$ cat src/mpoly_ram.sv
`default_nettype none
// ----------------------------------------------------------------------------
// mpoly_ram
// Generic single-write, single-read RAM with registered read data.
// ----------------------------------------------------------------------------
module mpoly_ram #(
   parameter int WIDTH = 8,
   parameter int DEPTH = 16
) (
   input  wire                      clock,
   input  wire                      wr_en,
   input  wire  [$clog2(DEPTH)-1:0] wr_addr,
   input  wire  [WIDTH-1:0]         wr_data,
   input  wire  [$clog2(DEPTH)-1:0] rd_addr,
   output logic [WIDTH-1:0]         rd_data
);

   logic [WIDTH-1:0] mem_ff [DEPTH];

   always_ff @(posedge clock) begin
      if (wr_en)
         mem_ff[wr_addr] <= wr_data;
      rd_data <= mem_ff[rd_addr];
   end

endmodule
`default_nettype wire

$ cat config.mk
export PLATFORM = sky130hd
export DESIGN_NAME = mpoly_ram
export DESIGN_NICKNAME = d
export VERILOG_FILES = /design/src/mpoly_ram.sv
export SDC_FILE = /design/constraint.sdc
export NUM_CORES = 1
export LEC_CHECK = 0
export BUFFER_PORTS_ARGS = -buffer_cell sky130_fd_sc_hd__clkbuf_2
export CAP_MARGIN = 40
export CORE_ASPECT_RATIO = 0.5
export CORE_MARGIN = 2
export CORE_UTILIZATION = 54
export CTS_CLUSTER_DIAMETER = 50
export DETAILED_ROUTE_END_ITERATION = 16
export HOLD_SLACK_MARGIN = 0.12
export PLACE_DENSITY_LB_ADDON = 0.05
export SLEW_MARGIN = 20
export SYNTH_ARGS = -nofsm -noshare
export SYNTH_HDL_FRONTEND = slang
export SYNTH_SLANG_ARGS = --single-unit
$ cat constraint.sdc
create_clock -name clock -period 2.1 [get_ports clock]
set_clock_uncertainty 0.15 [all_clocks]
set_input_delay 0.42 -clock clock [delete_from_list [all_inputs] [get_ports clock]]
set_output_delay 0.42 -clock clock [all_outputs]
set_load 0.05 [all_outputs]
==> metrics.md <==
| Metric | Value |
|---|---|
| Starting Density | around 55% |
| Internal power | 5.413 mW |
| Worst path arrival time | 1.88 ns |
| Hold Crit Class | primary input to flip-flop |
| Number of flops mapped to enable cells by yosys | 128 |
| Post-CTS Resized | 0 |
| Final Power | 6.716 mW |
| R2r setup slk | 0.44 ns |
| Total gr overflow | 0 |
| Die Area | 0.01038 mm² |
| Clock power share | 49.3% |
| Psw | 1.302 mW |
| Drt total wl | 10240 µm |
| Fin crit period | 1.744 ns |
| Max stage delay on crit path | around 0.57 ns |
| Ys async rst share | 0% |
| Clock Pin Slew Worst Setup and Hold Paths | 0.06 ns |
| # IOs | 26 |
| Buf/Inv on CP | 2 |
| Total CTS buffers | 17 |
| Core Region | about 0.0094 mm² |
| Slowest-stage cell, CP | mux4_1 |
| Fin crit share | 83.07% |
| Max IR drop VDD | roughly 0.00066 V |
| Switch share | 19.39% |
| CTS tree | done |
| # hold bufs at CTS | 0 |
| Tot GR Track Use | 22.18% |
| Initial antenna violation count | 0 |
| Initial DRC count | about 180 |
| TritonRoute pass-1 iters | 4 |
| Routability cong. | 0.7634 |
| Clk_lat worst skew | approximately 0.41 ns |
| DR vias | 2442 |
| DP Wirelength | 6367 µm |
| Reg2reg path depth | 3 |
| Worst-margin pin slew | 0.8401 ns |
| Worst Path Required | 2.24 ns |
| Ant diodes | 0 |
| Site row count | 25 |
| Vias per inst | 5.828 |
| Static leakage | 2.149 nW |
| Worst setup path class | primary input to flip-flop |
| Mean Syn Cell Area | 22.48 µm² |
| Chip Height | 73.04 µm |
| Hold Vio Cnt, Final | 0 |
| Port-buffer cells | 25 |
| DRC viols | 0 |
| Drt wl/cell | 24.43 µm |
| Hold WS | 0.2788 ns |
| #FFs+latches synth | 136 |
| Status | finished clean |
| First-pass GRT wire length | approximately 15000 µm |
| Warnings, synthesis | 0 |
| Final ANT Viol Nets | 0 |
| Clock sinks | between 100 and 150 |
| Vias in the first global route | roughly 2500 |
| Max-cap viol count | 0 |
| Synth unique cells | 19 |
| Mapped Nets | 247 |
| Slew headroom | between 40% and 50% |
| Largest net degree at the start of global routing | 33 |
| Top Family by Delay on Critical Path | multiplexers |
| Crit Path Max Fanout | 23 |
| Combinational Power Share | 5.2% |
| Final Slew Violations | 0 |
| Crit path capture type | flip-flop |
| Worst Hold End | mem_ff[6][3]$_DFFE_PP_ |
| Hold Path Origin | wr_data[3] |
| P&R area growth vs syn | 20.64% |
| # setup viols final | 0 |
| Cells after Synth | ~230 |
| CP Launch Type | primary input |
| Predominant post-synthesis flop cell | edfxtp_1 |
| Critical R2R Launch | mem_ff[9][1]$_DFFE_PP_ |
| Root buf cell | clkbuf_16 |
| Sequential Power Share | 45.5% |
| Post-Syn Area | 0.005147 mm² |
| Cells on Worst Hold Path | 1 |
| Crit path cell chain | clkbuf_2 > buf_12 > mux4_1 > a22oi_1 > nand2_1 |
| Reg-to-reg endpoint | rd_data[1]$_DFF_P_ |
| F_max | about 570 MHz |
| Nets | around 300 |
| H-tree depth | 4 |
| Pwr Density | approximately 1100 mW/mm² |
| Clk buf depth | 2 |
| Die span in x | around 140 µm |
| Setup bufs post-CTS | 0 |
| Register area share after synthesis | 77.78% |
| Share of layout cells above drive strength 1 | 32.21% |
| RSZ-0062 raised after global routing | no |
-- layer usage --
layer  GRT usage, %  wire length, µm  up-vias  share of wire (%)
met5              0                0        -                  0
met4          10.00              156        0                1.5
met3          6.299              890       18                8.7
met2          31.62             4531       96                 44
met1          32.41             4660     1237                 46
li1               -                -     1091                  -
-- stage by stage --
stage | utilization, % | worst slack, ns | setup TNS [ns] | cell area, µm² | instances
2_1_floorplan | - | 0.03713 | 0 | 5147 | 229
3_3_place_gp | 59.24 | -0.03056 | -0.05016 | 5540 | 387
3_5_place_dp | 59.24 | -0.04865 | -0.09163 | 5540 | 387
4_1_cts | 66.39 | 0.3770 | 0 | 6210 | 419
5_1_grt | 66.39 | 0.3090 | 0 | 6210 | 419
6_report | 66.39 | 0.3556 | 0 | 6210 | 419
-- flip-flops by register name (all words and copies together) (netlist names) --
register	flops
mem_ff	128
rd_data	8
-- power by group through the flow --
stage | Sequential [mW] | Combinational [mW] | Clock (mW)
after floorplan | 3.17 | 0.154 | 0
after global placement | 3.11 | 0.348 | 0
after detailed placement | 3.11 | 0.353 | 0
after CTS | 3.06 | 0.355 | 3.36
after global routing | 3.06 | 0.375 | 3.49
final | 3.06 | 0.350 | 3.31
-- kinds of logic after synthesis --
group                  count (synthesis)  synth area share [%]
DFF                                  136                 77.78
and+or+nand+nor                       35                 3.184
muxes                                 32                 15.02
AOI/OAI and AO/OA                     16                 2.334
buffers and inverters                 10                 1.677
-- cell usage after synthesis, types with 2 or more instances --
library cell / instances / area [µm²]
a22oi_1: 16 / 120.1
buf_2: 3 / 15.01
buf_6: 3 / 33.78
clkdlybuf4s25_2: 3 / 30.03
dfxtp_1: 8 / 160.2
edfxtp_1: 128 / 3844
mux4_1: 14 / 367.9
mux4_2: 18 / 405.4
nand2_1: 9 / 33.78
nand2b_1: 2 / 12.51
nand3b_1: 2 / 15.01
nor2_1: 13 / 48.80
nor3_1: 4 / 20.02
-- cells in the final DEF, fill, tap and decap left out --
cell	n
or3b_2	1
and2_1	1
bufinv_16	6
buf_12	3
clkinv_1	1
clkinvlp_4	2
and2b_1	1
clkinv_2	2
nor2b_1	1
nor3_1	4
nor2_1	13
clkbuf_1	1
clkbuf_2	25
mux4_2	18
nand3b_1	2
nand2_1	9
nand3_1	1
clkinv_4	2
a22oi_1	16
clkbuf_8	1
nand2b_1	2
edfxtp_1	128
clkbuf_16	17
buf_4	19
mux4_1	14
dfxtp_1	8
-- worst max-delay path by stage --
stage / startpoint / depth (start not counted) / endpoint / slack, ns
final: rd_addr[0] / 5 / rd_data[5]$_DFF_P_ / 0.36
after global routing: rd_addr[0] / 5 / rd_data[1]$_DFF_P_ / 0.31
after CTS: rd_addr[0] / 5 / rd_data[1]$_DFF_P_ / 0.38
after detailed placement: rd_addr[0] / 5 / rd_data[5]$_DFF_P_ / -0.05
after global placement: rd_addr[0] / 5 / rd_data[3]$_DFF_P_ / -0.03
after floorplan: wr_addr[2] / 2 / mem_ff[0][0]$_DFFE_PP_ / 0.04
-- worst reg2reg max path, delay by kind of cell (launching register included) --
family,cells,cell delay (ns)
simple gates,1,0.14
mux,1,0.52
flops,1,0.39
compound gates,1,0.33
-- cell type report --
cell class                 count  area (µm²)
tap                          121       151.4
sequential                   136        4004
clock inverter                13       226.5
multi-input combinational     83        1057
timing repair buffer          47       327.8
fill                         600        3143
clock buffer                  19       442.9
Power figures use the tool's default switching activity.
