File: src/mpoly_pkg.sv
`default_nettype none
// ----------------------------------------------------------------------------
// mpoly_pkg
// Shared constants, types and helpers of the multivariate polynomial
// evaluator: command and status codes, exponent packing, saturating add.
// ----------------------------------------------------------------------------
package mpoly_pkg;

   localparam int NUM_VARS  = 4;
   localparam int MAX_TERMS = 64;
   localparam int POWER_CAP = 4;

   localparam int POW_W   = 3;
   localparam int EXP_W   = 12;
   localparam int COEF_W  = 32;
   localparam int X_W     = 24;
   localparam int RES_W   = 48;
   localparam int FRAC_W  = 20;
   localparam int IDX_W   = 6;
   localparam int CNT_W   = 7;
   localparam int ENTRY_W = EXP_W + COEF_W;

   localparam logic [2:0] CMD_CLEAR  = 3'd0;
   localparam logic [2:0] CMD_APPEND = 3'd1;
   localparam logic [2:0] CMD_EVAL   = 3'd2;
   localparam logic [2:0] CMD_TERMS  = 3'd3;
   localparam logic [2:0] CMD_READ   = 3'd4;

   localparam logic [2:0] ST_OK    = 3'd0;
   localparam logic [2:0] ST_FULL  = 3'd1;
   localparam logic [2:0] ST_RANGE = 3'd2;
   localparam logic [2:0] ST_EMPTY = 3'd3;
   localparam logic [2:0] ST_SAT   = 3'd4;

   localparam logic signed [RES_W-1:0] ONE_Q20 = 48'sd1 <<< FRAC_W;
   localparam logic signed [RES_W-1:0] POS_LIM = 48'sh7FFF_FFFF_FFFF;
   localparam logic signed [RES_W-1:0] NEG_LIM = 48'sh8000_0000_0000;

   typedef struct packed {
      logic                     start;
      logic signed [RES_W-1:0]  a;
      logic signed [COEF_W-1:0] b;
   } mul_req_type;

   typedef struct packed {
      logic                    done;
      logic                    sat;
      logic signed [RES_W-1:0] p;
   } mul_rsp_type;

   function automatic logic [POW_W-1:0] expo(input logic [EXP_W-1:0] pw,
                                              input logic [1:0] d);
      return pw[POW_W*d +: POW_W];
   endfunction

   function automatic logic [POW_W-1:0] clamp_pow(input logic [POW_W-1:0] p);
      return (p > POW_W'(POWER_CAP)) ? POW_W'(POWER_CAP) : p;
   endfunction

   // bit RES_W flags saturation
   function automatic logic [RES_W:0] sat_add(input logic signed [RES_W-1:0] a,
                                              input logic signed [RES_W-1:0] b);
      logic signed [RES_W:0] s;
      s = {a[RES_W-1], a} + {b[RES_W-1], b};
      if (s > $signed({POS_LIM[RES_W-1], POS_LIM}))
         return {1'b1, POS_LIM};
      else if (s < $signed({NEG_LIM[RES_W-1], NEG_LIM}))
         return {1'b1, NEG_LIM};
      else
         return {1'b0, s[RES_W-1:0]};
   endfunction

endpackage
`default_nettype wire

File: src/mpoly_mul.sv
`default_nettype none
// ----------------------------------------------------------------------------
// mpoly_mul
// Multi-cycle Q.20 multiplier: 48 x 32 bit signed via two 24 x 32 partial
// products, round half away from zero, saturate to 48 bits.
// ----------------------------------------------------------------------------
module mpoly_mul (
   input  wire                        clock,
   input  wire                        reset,
   input  wire mpoly_pkg::mul_req_type req,
   output mpoly_pkg::mul_rsp_type     rsp
);

   localparam logic [2:0] M_IDLE = 3'd0;
   localparam logic [2:0] M_LO   = 3'd1;
   localparam logic [2:0] M_HI   = 3'd2;
   localparam logic [2:0] M_RND  = 3'd3;
   localparam logic [2:0] M_SAT  = 3'd4;

   logic [2:0]  ph_ff, ph_in;
   logic [47:0] am_ff;
   logic [31:0] bm_ff;
   logic        neg_ff;
   logic [55:0] plo_ff, phi_ff;
   logic [59:0] rnd_ff;
   logic        done_ff, done_in;
   logic        sat_ff;
   logic [47:0] res_ff;
   logic [79:0] sum;
   logic [59:0] lim;
   logic [59:0] mag;
   logic        ovf;

   assign sum = {phi_ff, 24'd0} + {24'd0, plo_ff} + 80'd524288;
   assign lim = neg_ff ? 60'h8000_0000_0000 : 60'h7FFF_FFFF_FFFF;
   assign ovf = rnd_ff > lim;
   assign mag = ovf ? lim : rnd_ff;

   always_comb begin
      ph_in   = ph_ff;
      done_in = 1'b0;
      unique case (ph_ff)
         M_IDLE: if (req.start) ph_in = M_LO;
         M_LO:   ph_in = M_HI;
         M_HI:   ph_in = M_RND;
         M_RND:  ph_in = M_SAT;
         M_SAT: begin
            ph_in   = M_IDLE;
            done_in = 1'b1;
         end
         default: ph_in = M_IDLE;
      endcase
   end

   always_ff @(posedge clock) begin
      if (reset) begin
         ph_ff   <= M_IDLE;
         done_ff <= 1'b0;
      end else begin
         ph_ff   <= ph_in;
         done_ff <= done_in;
      end
      if (ph_ff == M_IDLE && req.start) begin
         am_ff  <= req.a[47] ? 48'(-req.a) : 48'(req.a);
         bm_ff  <= req.b[31] ? 32'(-req.b) : 32'(req.b);
         neg_ff <= req.a[47] ^ req.b[31];
      end
      if (ph_ff == M_LO)
         plo_ff <= am_ff[23:0] * bm_ff;
      if (ph_ff == M_HI)
         phi_ff <= am_ff[47:24] * bm_ff;
      if (ph_ff == M_RND)
         rnd_ff <= sum[79:20];
      if (ph_ff == M_SAT) begin
         res_ff <= neg_ff ? 48'(-mag[47:0]) : mag[47:0];
         sat_ff <= ovf;
      end
   end

   assign rsp.done = done_ff;
   assign rsp.sat  = sat_ff;
   assign rsp.p    = res_ff;

endmodule
`default_nettype wire

File: config.mk
export PLATFORM = sky130hd
export DESIGN_NAME = mpoly_mul
export DESIGN_NICKNAME = d
export VERILOG_FILES = /design/src/mpoly_pkg.sv /design/src/mpoly_mul.sv
export SDC_FILE = /design/constraint.sdc
export NUM_CORES = 2
export LEC_CHECK = 0
export BUFFER_PORTS_ARGS = -buffer_cell sky130_fd_sc_hd__clkbuf_2
export CAP_MARGIN = 15
export CORE_MARGIN = 4
export CORE_UTILIZATION = 61
export DETAILED_ROUTE_END_ITERATION = 12
export PLACE_DENSITY = 0.83
export RECOVER_POWER = 50
export REMOVE_ABC_BUFFERS = 1
export SYNTH_ARGS = -nofsm -noshare
export SYNTH_HDL_FRONTEND = slang
export SYNTH_SLANG_ARGS = --single-unit
File: constraint.sdc
create_clock -name clock -period 14.4 [get_ports clock]
set_clock_uncertainty 0.05 [all_clocks]
set_input_delay 4.32 -clock clock [delete_from_list [all_inputs] [get_ports clock]]
set_output_delay 4.32 -clock clock [all_outputs]
set_load 0.01 [all_outputs]
==> results.md <==
- Hold Buf Count CTS: 0
- Clock transition at path regs: 70 ps
- GRT overflow: 0
- Post-CTS setup buffers: 0
- Fmax achieved: 93.2 MHz
- Synth Area in XOR/XNOR: 0.0308
- CTS tree: built
- Final Setup Violations: 0
- Routed Antenna Nets: 0
- Root Buffer: clkbuf_16
- Final Wtd Congestion: 0.965
- Largest net degree at the start of global routing: 77
- Mux cell area share after synthesis: 0.00157
- Initial antenna violation count: 7
- Reg2reg setup slack: 3670 ps
- Drt total wl: 170 mm
- # port buffers: 132
- Max-slew headroom: -0.947
- Hold Vio Cnt, Final: 0
- Post-Syn Area: 63700 um2
- Wirelength per Cell: 21.1 um
- Post-Syn Instances: 6743
- Fin nets: 8488
- R2r worst-path depth: 19
- RSZ-0062 raised after global routing: false
- Vias per Instance: 5.90
- Post-synth top area share: 0.413
- Dominant synthesized flop cell: edfxtp_1
- Crit. End Element: flop
- Synth Register Bits: 287
- Sequential area share after synthesis: 0.135
- Die area: 110000 um2
- Final clock period utilization by the worst path: 0.745
- Worst path arrival time: 11100 ps
- Setup ws final: 3670 ps
- I/O pins: 133
- Status: complete, but fails checks
- 1st-iter DRT viols: 4568
- Cell accounting for the most synthesized area: fa_1
- Core area: 104000 um2
- Combinational family with the most area after synthesis: adder cells
- Initial core utilization: 0.614
- Synth Warn #: 0
- Adder-cell area share of the yosys netlist: 0.501
- Die height: 331 um
- CP Data Required Time: 14770 ps
- First-pass DRT Iterations: 6
- Total CTS buffers: 31
- Compound-Gate Fraction of Synth Area: 0.0616
- Synthesis-to-finish area growth: 4.39%
- Die X: 331 um
- Synth unique cells: 85
- Most common cell in the netlist: inv_1
- Reg-to-reg startpoint: neg_ff
- Remaining DRCs: 0
- Crit path launch: neg_ff
- Pre-CTS setup slack: 5920 ps
- Failing checks: capacitance limit, slew limit
- Fillers: 8026
- Post-CTS Resized: 0
- Crit Path Class: flop to flop
- Number of synthesized flops with an enable pin: 283
- Avg Cell Area, Syn: 9.44 um2
- Maxcap violations: 9
- Post-Synth Simple-Gate Area: 0.165
- Type of the tightest min-delay check: flop to flop
- Layout Utilization: 0.641
- Clock latency on the worst-skew pair: 620 ps
- Clock Sinks: 287
- CP Max Fanout: 76
- Clock Path Buffers: 3
- Routed vias: 47500
- First-pass GRT wire length: 273 mm
- Final Max Tran Viols: 488
- Crit path to: res_ff[6]
- CTS H-tree lvls: 1
- Setup TNS: 0 ps
- DP HPWL: 125 mm
- RR Endpoint: res_ff[6]
- Share of post-route cells with drive strength above 1: 0.0450
- Most frequent cells after synthesis: inv_1, fa_1, nand2_1
- Tmin final: 10730 ps
- Vias in the first global route: 51500
- Row count: 118
- Top cells by area, synth: fa_1, edfxtp_1, ha_1, inv_1, and2_1
- Global Route Usage Sum: 0.319
- Slew @ Worst Pin: 2920 ps
- Nature of the critical path startpoint: flop
- Post-synth ARST share: 0
area by class of cell:
type                            instances  area [um2]  share of cell area
Antenna cell                            1        2.50           0.0000376
Multi-Input combinational cell       4664       48400               0.728
Clock inverter                         21         229             0.00344
Clock buffer                           37         798              0.0120
Sequential cell                       287        8580               0.129
Tap cell                             1380        1730              0.0260
Inverter                             1430        5370              0.0808
Timing Repair Buffer                  232        1400              0.0211
how the worst min path moves through the flow:
stage	end	start	cells after the start	slack, ps
3_3_place_gp	rnd_ff[3]	plo_ff[23]	1	520
4_1_cts	rnd_ff[49]	phi_ff[45]	1	530
5_1_grt	rnd_ff[51]	phi_ff[47]	1	540
3_5_place_dp	rnd_ff[59]	phi_ff[55]	1	520
6_report	ph_ff[0]	ph_ff[2]	1	510
2_1_floorplan	ph_ff[0]	ph_ff[2]	1	440
metal layers:
metal | routed length, um | up-vias | GRT usage
li1 | - | 20300 | -
met1 | 62100 | 23400 | 0.422
met2 | 74500 | 3210 | 0.485
met3 | 25400 | 612 | 0.119
met4 | 7420 | 10 | 0.116
met5 | 64 | - | 0.00177
through the flow:
step                hold slack, ps  std cells  area, um2
floorplan                      440       6381      62300
global placement               515       7990      65400
detailed placement             524       7990      65400
CTS                            533       8048      66500
global route                   538       8051      66500
finish                         514       8052      66500
layout by cell type (no fill, tap or decap), types with 22 or more instances in the layout:
master,n
a211oi_1,25
a21o_1,83
a21oi_1,164
a31oi_1,26
and2_1,787
buf_4,87
clkbuf_1,22
clkbuf_16,31
clkbuf_2,126
edfxtp_1,283
fa_1,1315
ha_1,444
inv_1,1428
nand2_1,869
nand3_1,41
nand4_1,33
nor2_1,125
nor3_1,56
o21ai_0,99
o31ai_1,32
or3_1,32
xnor2_1,169
xor2_1,55
flip-flops by register name, summed over array words and instances, names as in the netlist:
signal   count
plo_ff      37
done_ff      1
bm_ff       32
sat_ff       1
phi_ff      56
res_ff      48
ph_ff        3
rnd_ff      60
am_ff       48
neg_ff       1
critical path, cell delays in order, from the launching register on:
cell and delay [ps]:
edfxtp_1 320, clkbuf_1 1860, clkbuf_1 2080, ha_1 420
nand4_1 170, or4_1 560, o221ai_1 160, a211o_1 180
a21oi_2 60, buf_4 230, inv_1 70, clkbuf_1 2050
nor2_1 50, a21o_1 270, ha_1 200, buf_4 200
inv_1 370, nand2_1 450, a32o_1 520, a21oi_1 150
cells by family after synthesis:
kind of cell / count (synthesis)
AOI/OAI and AO/OA: 599
xor gates and xnor gates: 224
adders and majority gates: 1759
buffers and inverters: 1792
DFF: 287
muxes: 10
and+or+nand+nor: 2072
Power is not shown: default switching activity piles up to over one toggle a cycle in this logic, so the estimate is an artifact.
